**config.mk**
```make
export PLATFORM = sky130hd
export DESIGN_NAME = incremental_pi_speed_controller_core_flat
export DESIGN_NICKNAME = d
export VERILOG_FILES = /design/src/sv/ipsc_pkg.sv /design/src/sv/ipsc_if.sv /design/src/sv/ipsc_div.sv /design/src/sv/ipsc_mul.sv /design/src/sv/incremental_pi_speed_controller_core.sv /design/src/flat_wrapper.sv
export SDC_FILE = /design/constraint.sdc
export NUM_CORES = 1
export LEC_CHECK = 0
export BUFFER_PORTS_ARGS = -buffer_cell sky130_fd_sc_hd__buf_4
export CORE_MARGIN = 2
export CORE_UTILIZATION = 44
export CTS_CLUSTER_SIZE = 40
export DETAILED_ROUTE_END_ITERATION = 10
export PLACE_DENSITY = 0.59
export SYNTH_ARGS = -nofsm -noshare
export SYNTH_HDL_FRONTEND = slang
export SYNTH_SLANG_ARGS = --single-unit
```
**constraint.sdc**
```tcl
create_clock -name clk -period 5.6 [get_ports clk]
set_input_delay 0.56 -clock clk [delete_from_list [all_inputs] [get_ports clk]]
set_output_delay 0.56 -clock clk [all_outputs]
set_load 0.02 [all_outputs]
```
**src/sv/ipsc_pkg.sv**
```systemverilog
// shared constants and types of the incremental pi speed controller
// no dependencies; compiled first

package ipsc_pkg;

    localparam int TICKS_W = 16;
    localparam int GAIN_W  = 24;
    localparam int OUT_W   = 16;
    localparam int DUTY_W  = 22;
    localparam int CFG_W   = 24;
    localparam int IDX_W   = 3;

    // divider: one quotient bit per cycle, ratio < 2.0 in q12 gives 13 bits
    localparam int QUOT_W    = 13;
    localparam int DIV_STEPS = QUOT_W;
    localparam int DIV_CNT_W = 4;

    // serial multiplier: one bit of the error operands per cycle
    localparam int OPND_W    = 15;
    localparam int MUL_STEPS = OPND_W;
    localparam int MUL_CNT_W = 4;
    localparam int ACC_W     = 27;
    localparam int THI_W     = ACC_W - 1;
    localparam int SUM_W     = 27;

    localparam logic signed [OPND_W-1:0] Q12_ONE   = 15'sd4096;
    localparam logic signed [OPND_W-1:0] ERR_SAT   = 15'sd4096;

    localparam logic [GAIN_W-1:0]  KP_RESET  = 24'd72090;
    localparam logic [GAIN_W-1:0]  KI_RESET  = 24'd131;
    localparam logic [OUT_W-1:0]   MAX_RESET = 16'h1000;
    localparam logic [OUT_W-1:0]   MIN_RESET = 16'hF000;
    localparam logic [TICKS_W-1:0] REF_RESET = 16'd4000;

    typedef enum logic [IDX_W-1:0] {
        CFG_KP_GAIN  = 3'd0,
        CFG_KI_GAIN  = 3'd1,
        CFG_OUT_MAX  = 3'd2,
        CFG_OUT_MIN  = 3'd3,
        CFG_REF_INTV = 3'd4
    } cfg_idx_t;

    typedef enum logic {
        OP_RUN   = 1'b0,
        OP_CLEAR = 1'b1
    } opcode_t;

endpackage

```
**src/sv/ipsc_if.sv**
```systemverilog
// valid/ready channel interfaces for command and response transactions
// depends on ipsc_pkg

interface ipsc_cmd_if;
    logic                          valid;
    logic                          ready;
    logic                          opcode;
    logic [ipsc_pkg::TICKS_W-1:0]  hall_ticks;

    modport source (output valid, output opcode, output hall_ticks, input ready);
    modport sink   (input valid, input opcode, input hall_ticks, output ready);
endinterface

interface ipsc_rsp_if;
    logic                                valid;
    logic                                ready;
    logic signed [ipsc_pkg::DUTY_W-1:0]  duty_increase;
    logic                                clamped;

    modport source (output valid, output duty_increase, output clamped, input ready);
    modport sink   (input valid, input duty_increase, input clamped, output ready);
endinterface

```
**src/sv/ipsc_div.sv**
```systemverilog
// bit-serial restoring divider, one quotient bit per cycle
// computes floor(ticks*4096/divisor) given ticks < 2*divisor; uses ipsc_pkg

module ipsc_div
(
    input  logic                          clk,
    input  logic                          rst_n,
    input  logic                          start,
    input  logic [ipsc_pkg::TICKS_W-1:0]  ticks,
    input  logic [ipsc_pkg::TICKS_W-1:0]  divisor,
    output logic                          done,
    output logic [ipsc_pkg::QUOT_W-1:0]   quot
);

    logic                                run_reg;
    logic                                done_reg;
    logic [ipsc_pkg::DIV_CNT_W-1:0]      cnt_reg;
    logic [ipsc_pkg::TICKS_W:0]          rem_reg;
    logic [ipsc_pkg::QUOT_W-1:0]         quot_reg;
    logic [ipsc_pkg::TICKS_W+1:0]        diff;
    logic                                qbit;
    logic [ipsc_pkg::TICKS_W:0]          rem_next;

    always_comb
    begin
        diff     = {1'b0, rem_reg} - {2'b00, divisor};
        qbit     = ~diff[ipsc_pkg::TICKS_W+1];
        rem_next = qbit ? diff[ipsc_pkg::TICKS_W:0] : rem_reg;
    end

    always_ff @(posedge clk or negedge rst_n)
    begin
        if (!rst_n)
        begin
            run_reg  <= 1'b0;
            done_reg <= 1'b0;
            cnt_reg  <= '0;
        end
        else
        begin
            done_reg <= 1'b0;
            if (start)
            begin
                run_reg <= 1'b1;
                cnt_reg <= '0;
            end
            else if (run_reg)
            begin
                cnt_reg <= cnt_reg + 1'b1;
                if (cnt_reg == ipsc_pkg::DIV_CNT_W'(ipsc_pkg::DIV_STEPS - 1))
                begin
                    run_reg  <= 1'b0;
                    done_reg <= 1'b1;
                end
            end
        end
    end

    // remainder stays below the divisor, so one shift keeps it in range
    always_ff @(posedge clk)
    begin
        if (start)
        begin
            rem_reg <= {1'b0, ticks};
        end
        else if (run_reg)
        begin
            rem_reg  <= {rem_next[ipsc_pkg::TICKS_W-1:0], 1'b0};
            quot_reg <= {quot_reg[ipsc_pkg::QUOT_W-2:0], qbit};
        end
    end

    assign done = done_reg;
    assign quot = quot_reg;

endmodule

```
**src/sv/ipsc_mul.sv**
```systemverilog
// bit-serial multiply-accumulate: kp*d + ki*e, one operand bit per cycle
// returns floor of the product sum over 65536; uses ipsc_pkg

module ipsc_mul
(
    input  logic                                 clk,
    input  logic                                 rst_n,
    input  logic                                 start,
    input  logic [ipsc_pkg::GAIN_W-1:0]          kp,
    input  logic [ipsc_pkg::GAIN_W-1:0]          ki,
    input  logic signed [ipsc_pkg::OPND_W-1:0]   d,
    input  logic signed [ipsc_pkg::OPND_W-1:0]   e,
    output logic                                 done,
    output logic signed [ipsc_pkg::THI_W-1:0]    t_hi
);

    logic                                 run_reg;
    logic                                 done_reg;
    logic [ipsc_pkg::MUL_CNT_W-1:0]       cnt_reg;
    logic [ipsc_pkg::OPND_W-1:0]          d_sr_reg;
    logic [ipsc_pkg::OPND_W-1:0]          e_sr_reg;
    logic signed [ipsc_pkg::ACC_W-1:0]    acc_reg;
    logic [ipsc_pkg::GAIN_W:0]            pp;
    logic signed [ipsc_pkg::ACC_W:0]      pp_ext;
    logic signed [ipsc_pkg::ACC_W:0]      acc_sum;
    logic                                 last;

    always_comb
    begin
        last    = (cnt_reg == ipsc_pkg::MUL_CNT_W'(ipsc_pkg::MUL_STEPS - 1));
        pp      = (d_sr_reg[0] ? {1'b0, kp} : '0) + (e_sr_reg[0] ? {1'b0, ki} : '0);
        pp_ext  = signed'({{(ipsc_pkg::ACC_W - ipsc_pkg::GAIN_W){1'b0}}, pp});
        // sign bit of the operands carries negative weight
        acc_sum = {acc_reg[ipsc_pkg::ACC_W-1], acc_reg} + (last ? -pp_ext : pp_ext);
    end

    always_ff @(posedge clk or negedge rst_n)
    begin
        if (!rst_n)
        begin
            run_reg  <= 1'b0;
            done_reg <= 1'b0;
            cnt_reg  <= '0;
        end
        else
        begin
            done_reg <= 1'b0;
            if (start)
            begin
                run_reg <= 1'b1;
                cnt_reg <= '0;
            end
            else if (run_reg)
            begin
                cnt_reg <= cnt_reg + 1'b1;
                if (last)
                begin
                    run_reg  <= 1'b0;
                    done_reg <= 1'b1;
                end
            end
        end
    end

    always_ff @(posedge clk)
    begin
        if (start)
        begin
            d_sr_reg <= d;
            e_sr_reg <= e;
            acc_reg  <= '0;
        end
        else if (run_reg)
        begin
            d_sr_reg <= {1'b0, d_sr_reg[ipsc_pkg::OPND_W-1:1]};
            e_sr_reg <= {1'b0, e_sr_reg[ipsc_pkg::OPND_W-1:1]};
            acc_reg  <= acc_sum[ipsc_pkg::ACC_W:1];
        end
    end

    // low product bits fall below the q16 point and are dropped (floor)
    assign done = done_reg;
    assign t_hi = acc_reg[ipsc_pkg::ACC_W-1:1];

endmodule

```
**src/sv/incremental_pi_speed_controller_core.sv**
```systemverilog
// top level of the incremental pi speed controller with output clamp
// depends on ipsc_pkg, ipsc_if, ipsc_div, ipsc_mul
//
// usage:
//   cmd channel (valid/ready): opcode and hall_ticks; one transaction in,
//   one transaction out on the rsp channel (duty_increase, clamped).
//   cfg port: cfg_wr_en with cfg_index and cfg_data writes kp_gain,
//   ki_gain, out_max, out_min, ref_interval_ticks; write only while idle.
// sequence:
//   a run transaction passes the serial divider, the serial multiplier,
//   the clamp and the scale state; an interval of at least twice the
//   reference skips the divider. a clear goes straight to the output
//   register. one transaction is in work at a time.
// reset:
//   registers return to their documented defaults, history is zeroed,
//   both channels go idle.
// stall:
//   a finished result waits in the output register; the next command is
//   accepted meanwhile, and its result holds until the output frees up.

module incremental_pi_speed_controller_core
(
    input  logic                           clk,
    input  logic                           rst_n,
    ipsc_cmd_if.sink                       cmd,
    ipsc_rsp_if.source                     rsp,
    input  logic                           cfg_wr_en,
    input  logic [ipsc_pkg::IDX_W-1:0]     cfg_index,
    input  logic [ipsc_pkg::CFG_W-1:0]     cfg_data
);

    typedef enum logic [2:0] {
        S_IDLE,
        S_DIV,
        S_MSTART,
        S_MUL,
        S_CLAMP,
        S_SCALE,
        S_DONE
    } state_t;

    state_t                                  state_reg;

    logic [ipsc_pkg::GAIN_W-1:0]             kp_reg;
    logic [ipsc_pkg::GAIN_W-1:0]             ki_reg;
    logic signed [ipsc_pkg::OUT_W-1:0]       out_max_reg;
    logic signed [ipsc_pkg::OUT_W-1:0]       out_min_reg;
    logic [ipsc_pkg::TICKS_W-1:0]            ref_reg;

    logic signed [ipsc_pkg::OUT_W-1:0]       prev_err_reg;
    logic signed [ipsc_pkg::OUT_W-1:0]       prev_out_reg;

    logic [ipsc_pkg::TICKS_W-1:0]            ticks_reg;
    logic signed [ipsc_pkg::OPND_W-1:0]      e_reg;
    logic signed [ipsc_pkg::SUM_W-1:0]       sum_reg;
    logic signed [ipsc_pkg::OUT_W-1:0]       res_reg;
    logic                                    lim_reg;
    logic signed [ipsc_pkg::DUTY_W-1:0]      duty_reg;
    logic                                    div_start_reg;
    logic                                    mul_start_reg;

    logic                                    out_valid_reg;
    logic signed [ipsc_pkg::DUTY_W-1:0]      out_duty_reg;
    logic                                    out_clamp_reg;

    logic                                    div_done;
    logic [ipsc_pkg::QUOT_W-1:0]             div_quot;
    logic                                    mul_done;
    logic signed [ipsc_pkg::THI_W-1:0]       mul_t_hi;

    logic                                    cmd_fire;
    logic                                    rsp_fire;
    logic                                    sat;
    logic signed [ipsc_pkg::OUT_W-1:0]       err_diff;
    logic signed [ipsc_pkg::SUM_W-1:0]       max_ext;
    logic signed [ipsc_pkg::SUM_W-1:0]       min_ext;
    logic signed [ipsc_pkg::DUTY_W-1:0]      res_ext;

    always_comb
    begin
        cmd_fire = cmd.valid && cmd.ready;
        rsp_fire = rsp.valid && rsp.ready;
        sat      = {1'b0, cmd.hall_ticks} >= {ref_reg, 1'b0};
        err_diff = ipsc_pkg::OUT_W'(e_reg) - prev_err_reg;
        max_ext  = ipsc_pkg::SUM_W'(out_max_reg);
        min_ext  = ipsc_pkg::SUM_W'(out_min_reg);
        res_ext  = ipsc_pkg::DUTY_W'(res_reg);
    end

    assign cmd.ready         = (state_reg == S_IDLE);
    assign rsp.valid         = out_valid_reg;
    assign rsp.duty_increase = out_duty_reg;
    assign rsp.clamped       = out_clamp_reg;

    // configuration registers
    always_ff @(posedge clk or negedge rst_n)
    begin
        if (!rst_n)
        begin
            kp_reg      <= ipsc_pkg::KP_RESET;
            ki_reg      <= ipsc_pkg::KI_RESET;
            out_max_reg <= ipsc_pkg::MAX_RESET;
            out_min_reg <= ipsc_pkg::MIN_RESET;
            ref_reg     <= ipsc_pkg::REF_RESET;
        end
        else if (cfg_wr_en)
        begin
            case (cfg_index)
                ipsc_pkg::CFG_KP_GAIN:  kp_reg      <= cfg_data[ipsc_pkg::GAIN_W-1:0];
                ipsc_pkg::CFG_KI_GAIN:  ki_reg      <= cfg_data[ipsc_pkg::GAIN_W-1:0];
                ipsc_pkg::CFG_OUT_MAX:  out_max_reg <= cfg_data[ipsc_pkg::OUT_W-1:0];
                ipsc_pkg::CFG_OUT_MIN:  out_min_reg <= cfg_data[ipsc_pkg::OUT_W-1:0];
                ipsc_pkg::CFG_REF_INTV: ref_reg     <= cfg_data[ipsc_pkg::TICKS_W-1:0];
                default: ;
            endcase
        end
    end

    // sequencer, history and output register
    always_ff @(posedge clk or negedge rst_n)
    begin
        if (!rst_n)
        begin
            state_reg     <= S_IDLE;
            prev_err_reg  <= '0;
            prev_out_reg  <= '0;
            div_start_reg <= 1'b0;
            mul_start_reg <= 1'b0;
            out_valid_reg <= 1'b0;
        end
        else
        begin
            div_start_reg <= 1'b0;
            mul_start_reg <= 1'b0;
            if (rsp_fire)
            begin
                out_valid_reg <= 1'b0;
            end
            case (state_reg)
                S_IDLE:
                begin
                    if (cmd_fire)
                    begin
                        ticks_reg <= cmd.hall_ticks;
                        if (cmd.opcode == ipsc_pkg::OP_CLEAR)
                        begin
                            prev_err_reg <= '0;
                            prev_out_reg <= '0;
                            duty_reg     <= '0;
                            lim_reg      <= 1'b0;
                            state_reg    <= S_DONE;
                        end
                        else if (sat)
                        begin
                            e_reg     <= ipsc_pkg::ERR_SAT;
                            state_reg <= S_MSTART;
                        end
                        else
                        begin
                            div_start_reg <= 1'b1;
                            state_reg     <= S_DIV;
                        end
                    end
                end
                S_DIV:
                begin
                    if (div_done)
                    begin
                        e_reg     <= signed'({2'b00, div_quot}) - ipsc_pkg::Q12_ONE;
                        state_reg <= S_MSTART;
                    end
                end
                S_MSTART:
                begin
                    mul_start_reg <= 1'b1;
                    state_reg     <= S_MUL;
                end
                S_MUL:
                begin
                    if (mul_done)
                    begin
                        sum_reg   <= ipsc_pkg::SUM_W'(prev_out_reg)
                                   + ipsc_pkg::SUM_W'(mul_t_hi);
                        state_reg <= S_CLAMP;
                    end
                end
                S_CLAMP:
                begin
                    // crossed limits: a sum above the upper limit takes it, any other sum the lower
                    if (sum_reg > max_ext)
                    begin
                        res_reg      <= out_max_reg;
                        prev_out_reg <= out_max_reg;
                        lim_reg      <= 1'b1;
                    end
                    else if (sum_reg < min_ext)
                    begin
                        res_reg      <= out_min_reg;
                        prev_out_reg <= out_min_reg;
                        lim_reg      <= 1'b1;
                    end
                    else
                    begin
                        res_reg      <= sum_reg[ipsc_pkg::OUT_W-1:0];
                        prev_out_reg <= sum_reg[ipsc_pkg::OUT_W-1:0];
                        lim_reg      <= 1'b0;
                    end
                    prev_err_reg <= ipsc_pkg::OUT_W'(e_reg);
                    state_reg    <= S_SCALE;
                end
                S_SCALE:
                begin
                    // times 50 as 32 + 16 + 2
                    duty_reg  <= (res_ext <<< 5) + (res_ext <<< 4) + (res_ext <<< 1);
                    state_reg <= S_DONE;
                end
                S_DONE:
                begin
                    if (!out_valid_reg || rsp.ready)
                    begin
                        out_valid_reg <= 1'b1;
                        out_duty_reg  <= duty_reg;
                        out_clamp_reg <= lim_reg;
                        state_reg     <= S_IDLE;
                    end
                end
                default:
                begin
                    state_reg <= S_IDLE;
                end
            endcase
        end
    end

    ipsc_div u_div
    (
        .clk     (clk),
        .rst_n   (rst_n),
        .start   (div_start_reg),
        .ticks   (ticks_reg),
        .divisor (ref_reg),
        .done    (div_done),
        .quot    (div_quot)
    );

    ipsc_mul u_mul
    (
        .clk   (clk),
        .rst_n (rst_n),
        .start (mul_start_reg),
        .kp    (kp_reg),
        .ki    (ki_reg),
        .d     (err_diff[ipsc_pkg::OPND_W-1:0]),
        .e     (e_reg),
        .done  (mul_done),
        .t_hi  (mul_t_hi)
    );

endmodule

```
**src/flat_wrapper.sv**
```systemverilog
// flat-port wrapper written by rule: the top's interface ports become plain ports
module incremental_pi_speed_controller_core_flat 
  (clk, rst_n, cfg_wr_en, cfg_index, cfg_data, cmd_valid, cmd_opcode, cmd_hall_ticks, cmd_ready, rsp_valid, rsp_duty_increase, rsp_clamped, rsp_ready);
  ipsc_cmd_if cmd_i ();
  ipsc_rsp_if rsp_i ();
  input  logic clk;
  input  logic rst_n;
  input  logic cfg_wr_en;
  input  logic [ipsc_pkg::IDX_W-1:0] cfg_index;
  input  logic [ipsc_pkg::CFG_W-1:0] cfg_data;
  input wire logic [$bits(cmd_i.valid)-1:0] cmd_valid;
  input wire logic [$bits(cmd_i.opcode)-1:0] cmd_opcode;
  input wire logic [$bits(cmd_i.hall_ticks)-1:0] cmd_hall_ticks;
  output wire logic [$bits(cmd_i.ready)-1:0] cmd_ready;
  output wire logic [$bits(rsp_i.valid)-1:0] rsp_valid;
  output wire logic [$bits(rsp_i.duty_increase)-1:0] rsp_duty_increase;
  output wire logic [$bits(rsp_i.clamped)-1:0] rsp_clamped;
  input wire logic [$bits(rsp_i.ready)-1:0] rsp_ready;
  assign cmd_i.valid = cmd_valid;
  assign cmd_i.opcode = cmd_opcode;
  assign cmd_i.hall_ticks = cmd_hall_ticks;
  assign cmd_ready = cmd_i.ready;
  assign rsp_valid = rsp_i.valid;
  assign rsp_duty_increase = rsp_i.duty_increase;
  assign rsp_clamped = rsp_i.clamped;
  assign rsp_i.ready = rsp_ready;
  incremental_pi_speed_controller_core u_core (.clk(clk), .rst_n(rst_n), .cmd(cmd_i), .rsp(rsp_i), .cfg_wr_en(cfg_wr_en), .cfg_index(cfg_index), .cfg_data(cfg_data));
endmodule
```
==> summary.md <==
| Metric | Value |
|---|---|
| Status | `finished clean` |
| Synth Register Bits | `roughly 350` |
| Die width | `224 µm` |
| Util after Layout | `0.510` |
| Synthesized area per cell | `10.7 µm²` |
| Cell Pwr Density | `about 550 mW/mm²` |
| Critical path required time | `between 6000 and 7000 ps` |
| Fill cells | `4,262` |
| Fin crit share | `0.964` |
| Post-route cell area | `0.0244 mm²` |
| Leakage | `about 0.011 µW` |
| Worst-Skew Late Latency | `roughly 570 ps` |
| Max incr delay on CP | `~500 ps` |
| Worst-Margin Slew | `1190 ps` |
| Initial Util | `0.446` |
| Post-Syn Instances | `1,992` |
| Worst-path clk slew | `60 ps` |
| Fraction of layout cells with a size suffix above 1 | `0.177` |
| DR iter-0 viols | `a little over 800` |
| DR WL/cell | `17.6 µm` |
| Max Cap Viol | `0` |
| Distinct cells, synth | `86` |
| Worst path cell trace | `nand2_2 -> inv_2 -> ha_4 -> a211o_1 -> a2111o_1 -> a21oi_4 -> xor2_2 -> nand4_2 -> or3_4 -> o31ai_4 -> xnor2_2 -> ha_1 -> a21o_1 -> a21o_1 -> a21o_1 -> a21o_1 -> a21oi_2 -> a21oi_2 -> o21ai_1 -> nand2b_1 -> a31oi_1 -> mux2_2 -> a31o_2` |
| Switching part of the total | `0.380` |
| Syn_nets | `2,258` |
| F_max | `185 MHz` |
| Post-route ant nets | `0` |
| Relative slew slack | `0.203` |
| Hold crit path type | `primary input to asynchronous set/reset pin` |
| Total CTS buffers | `40` |
| Area grow syn2layout | `14.3%` |
| Hold Vio Cnt, Final | `0` |
| Prevailing post-synth register cell | `edfxtp_1` |
| Netlist Area Pre-Place | `0.0213 mm²` |
| CP Capture Type | `flip-flop` |
| Via Count | `15,001` |
| RSZ-0062 raised after global routing | `true` |
| Critical path class | `flip-flop to flip-flop` |
| Number of top-level pins | `74` |
| Synth cell count leaders | `197 x ha_1, 176 x edfxtp_1, 134 x nor2_1` |
| FFs w/ async S/R, synth | `0.414` |
| Post-synth EDFFs | `176` |
| Worst-path fanout max | `6` |
| Core ar. | `approximately 0.048 mm²` |
| Top-area cell type share of the netlist area | `0.248` |
| Reg2reg path depth | `23` |
| Largest net degree at the start of global routing | `81` |
| Register share of total power | `0.308` |
| Final count of pins violating max slew | `0` |
| CTS tree | `built` |
| Setup violations, final | `0` |
| Clock skew | `15.5 ps` |
| Dpl cell area | `between 0.02 and 0.025 mm²` |
| Dominant cells by area after synthesis | `edfxtp_1 25%, dfrtp_1 14%, ha_1 12%` |
| Comb power frac | `0.492` |
| Critical Path AT | `5850 ps` |
| Final WL | `48.3 mm` |
| Vias in the first global route | `15,175` |
| Overflow after GRT | `0` |
| Tmin final | `roughly 5400 ps` |
| Register area share after synthesis | `0.445` |
| Clk root buf | `clkbuf_16` |
| # DRC | `0` |
| Antenna violations before repair | `3` |
| Synth Warn # | `0` |
| RD Place Congestion | `0.865` |
| Maximum vdd drop | `~0.28 mV` |
| Worst path slowest cell | `a2111o_1` |
| Nets@finish | `approximately 2,400` |
| DIE HEIGHT | `224 µm` |
| Clock Power Share | `0.200` |
| Pre-antenna DRT Iters | `5` |
| Diode count | `0` |
| # clock sinks | `between 300 and 400` |
| Most frequent CP cell | `a21o_1` |
| Sw Pwr | `5060 µW` |
| Vias per cell | `5.45` |
| # rows | `80` |
| Hold WS | `approximately 37 ps` |
| PortBufs | `72` |
| Count leader, synth | `ha_1` |
| Clock buffer depth | `3` |
| Cell taking the most area after synthesis | `edfxtp_1` |
| Total Routing Usage GR | `0.195` |
| Nature of the critical path startpoint | `flip-flop` |
| First-pass GRT wire length | `78.7 mm` |
| Area of the die | `0.0502 mm²` |
| Final HPWL DP | `35.9 mm` |
| H-Tree Depth | `2` |
| Hold Buf Count CTS | `0` |
| Pint | `between 8000 and 9000 µW` |
[cells in the final DEF (no fill, tap or decap), types with 7 or more instances in the layout]
| master | n |
|---|---|
| a211oi_1 | 11 |
| a21boi_0 | 18 |
| a21o_1 | 52 |
| a21oi_1 | 109 |
| a21oi_2 | 7 |
| a22o_1 | 30 |
| a31o_2 | 7 |
| a31oi_1 | 13 |
| and2_1 | 73 |
| and3_1 | 10 |
| buf_4 | 132 |
| clkbuf_16 | 41 |
| clkinv_1 | 8 |
| clkinv_2 | 8 |
| dfrtp_1 | 121 |
| dfstp_2 | 22 |
| dfxtp_1 | 28 |
| edfxtp_1 | 176 |
| fa_1 | 19 |
| ha_1 | 195 |
| inv_1 | 131 |
| mux2_2 | 93 |
| mux2i_1 | 52 |
| nand2_1 | 114 |
| nand2b_1 | 20 |
| nand3_1 | 26 |
| nand4_1 | 16 |
| nor2_1 | 133 |
| nor2b_1 | 29 |
| nor3_1 | 27 |
| o211ai_1 | 11 |
| o21a_1 | 21 |
| o21ai_0 | 103 |
| o21bai_1 | 11 |
| o31ai_1 | 14 |
| or3_1 | 8 |
| xnor2_1 | 60 |
| xor2_1 | 44 |
[layer usage]
layer,vias up,GRT usage,part of all wire
met2,186,0.336,0.48
met4,0,0.0669,0.030
met5,-,0,0
li1,7433,-,-
met1,7292,0.254,0.46
met3,90,0.0227,0.031
[final cells by class]
type	instances	area [µm²]	share of cell area
clock buffers	48	1070	0.0440
clock inverters	25	254	0.0104
inverters	133	499	0.0205
multi-input cells	1450	11300	0.463
flip-flops and latches	348	9480	0.389
well taps	615	769	0.0316
repair buffers	133	1000	0.0412
[kinds of logic after synthesis]
logic type,after synthesis,synth area share
simple gates,510,0.123
other cells,1,0.000176
mux,146,0.0741
buf+inv,194,0.0356
flops,348,0.445
fa+ha+maj,217,0.134
compound gates,468,0.144
xor+xnor,108,0.0447
[metrics by stage]
stage | setup TNS, ps | std cells | total power (µW) | worst slack (ps)
finish | 0 | 2752 | 13300 | 202
floorplan | 0 | 1992 | 8880 | 149
detailed placement | -77.3 | 2667 | 10500 | -77.3
global route | -235 | 2752 | 14400 | -129
global placement | 0 | 2667 | 10300 | 80.5
CTS | -6.01 | 2740 | 13200 | -6.01
[critical path, delay by kind of cell, from the launching register on]
family	cells	cell delay (ps)
mux	1	350
buf+inv	1	50
flops	1	480
fa+ha+maj	2	560
compound gates	13	2810
xor+xnor	2	280
simple gates	4	760
[power by group through the flow]
stage	Clock (µW)	Sequential [µW]	Combinational [µW]
after floorplan	0	3970	4910
after global routing	2830	4200	7390
after detailed placement	0	4150	6310
final	2670	4110	6560
after global placement	0	4140	6130
after CTS	2740	4110	6380
[path summary, 6_finish.rpt]
| check | start | endpoint | slack [ps] |
|---|---|---|---|
| min in group clk | cmd_hall_ticks[2] | u_core.ticks_reg[2]$_DFFE_PP_ | 190 |
| min reg2reg | u_core.duty_reg[14]$_SDFFCE_PN0P_ | u_core.rsp.duty_increase[14]$_DFFE_PP_ | 420 |
| max reg2reg | u_core.u_mul.d_sr_reg[0]$_DFFE_PP_ | u_core.u_mul.acc_reg[19]$_SDFFE_PP0P_ | 200 |
| max in group asynchronous | rst_n | u_core.mul_start_reg$_DFF_PN0_ | 4020 |
| min | rst_n | u_core.out_max_reg[5]$_DFFE_PN0P_ | 40 |
| max | u_core.u_mul.d_sr_reg[0]$_DFFE_PP_ | u_core.u_mul.acc_reg[19]$_SDFFE_PP0P_ | 200 |
[what timing repair did]
action | 4_1_cts | 5_1_grt
resized for setup | 8 | 30
setup buffers | 0 | 12
endpoints found under the setup margin | 2 | 5
pin swaps | 6 | 34
Power figures use the tool's default switching activity.
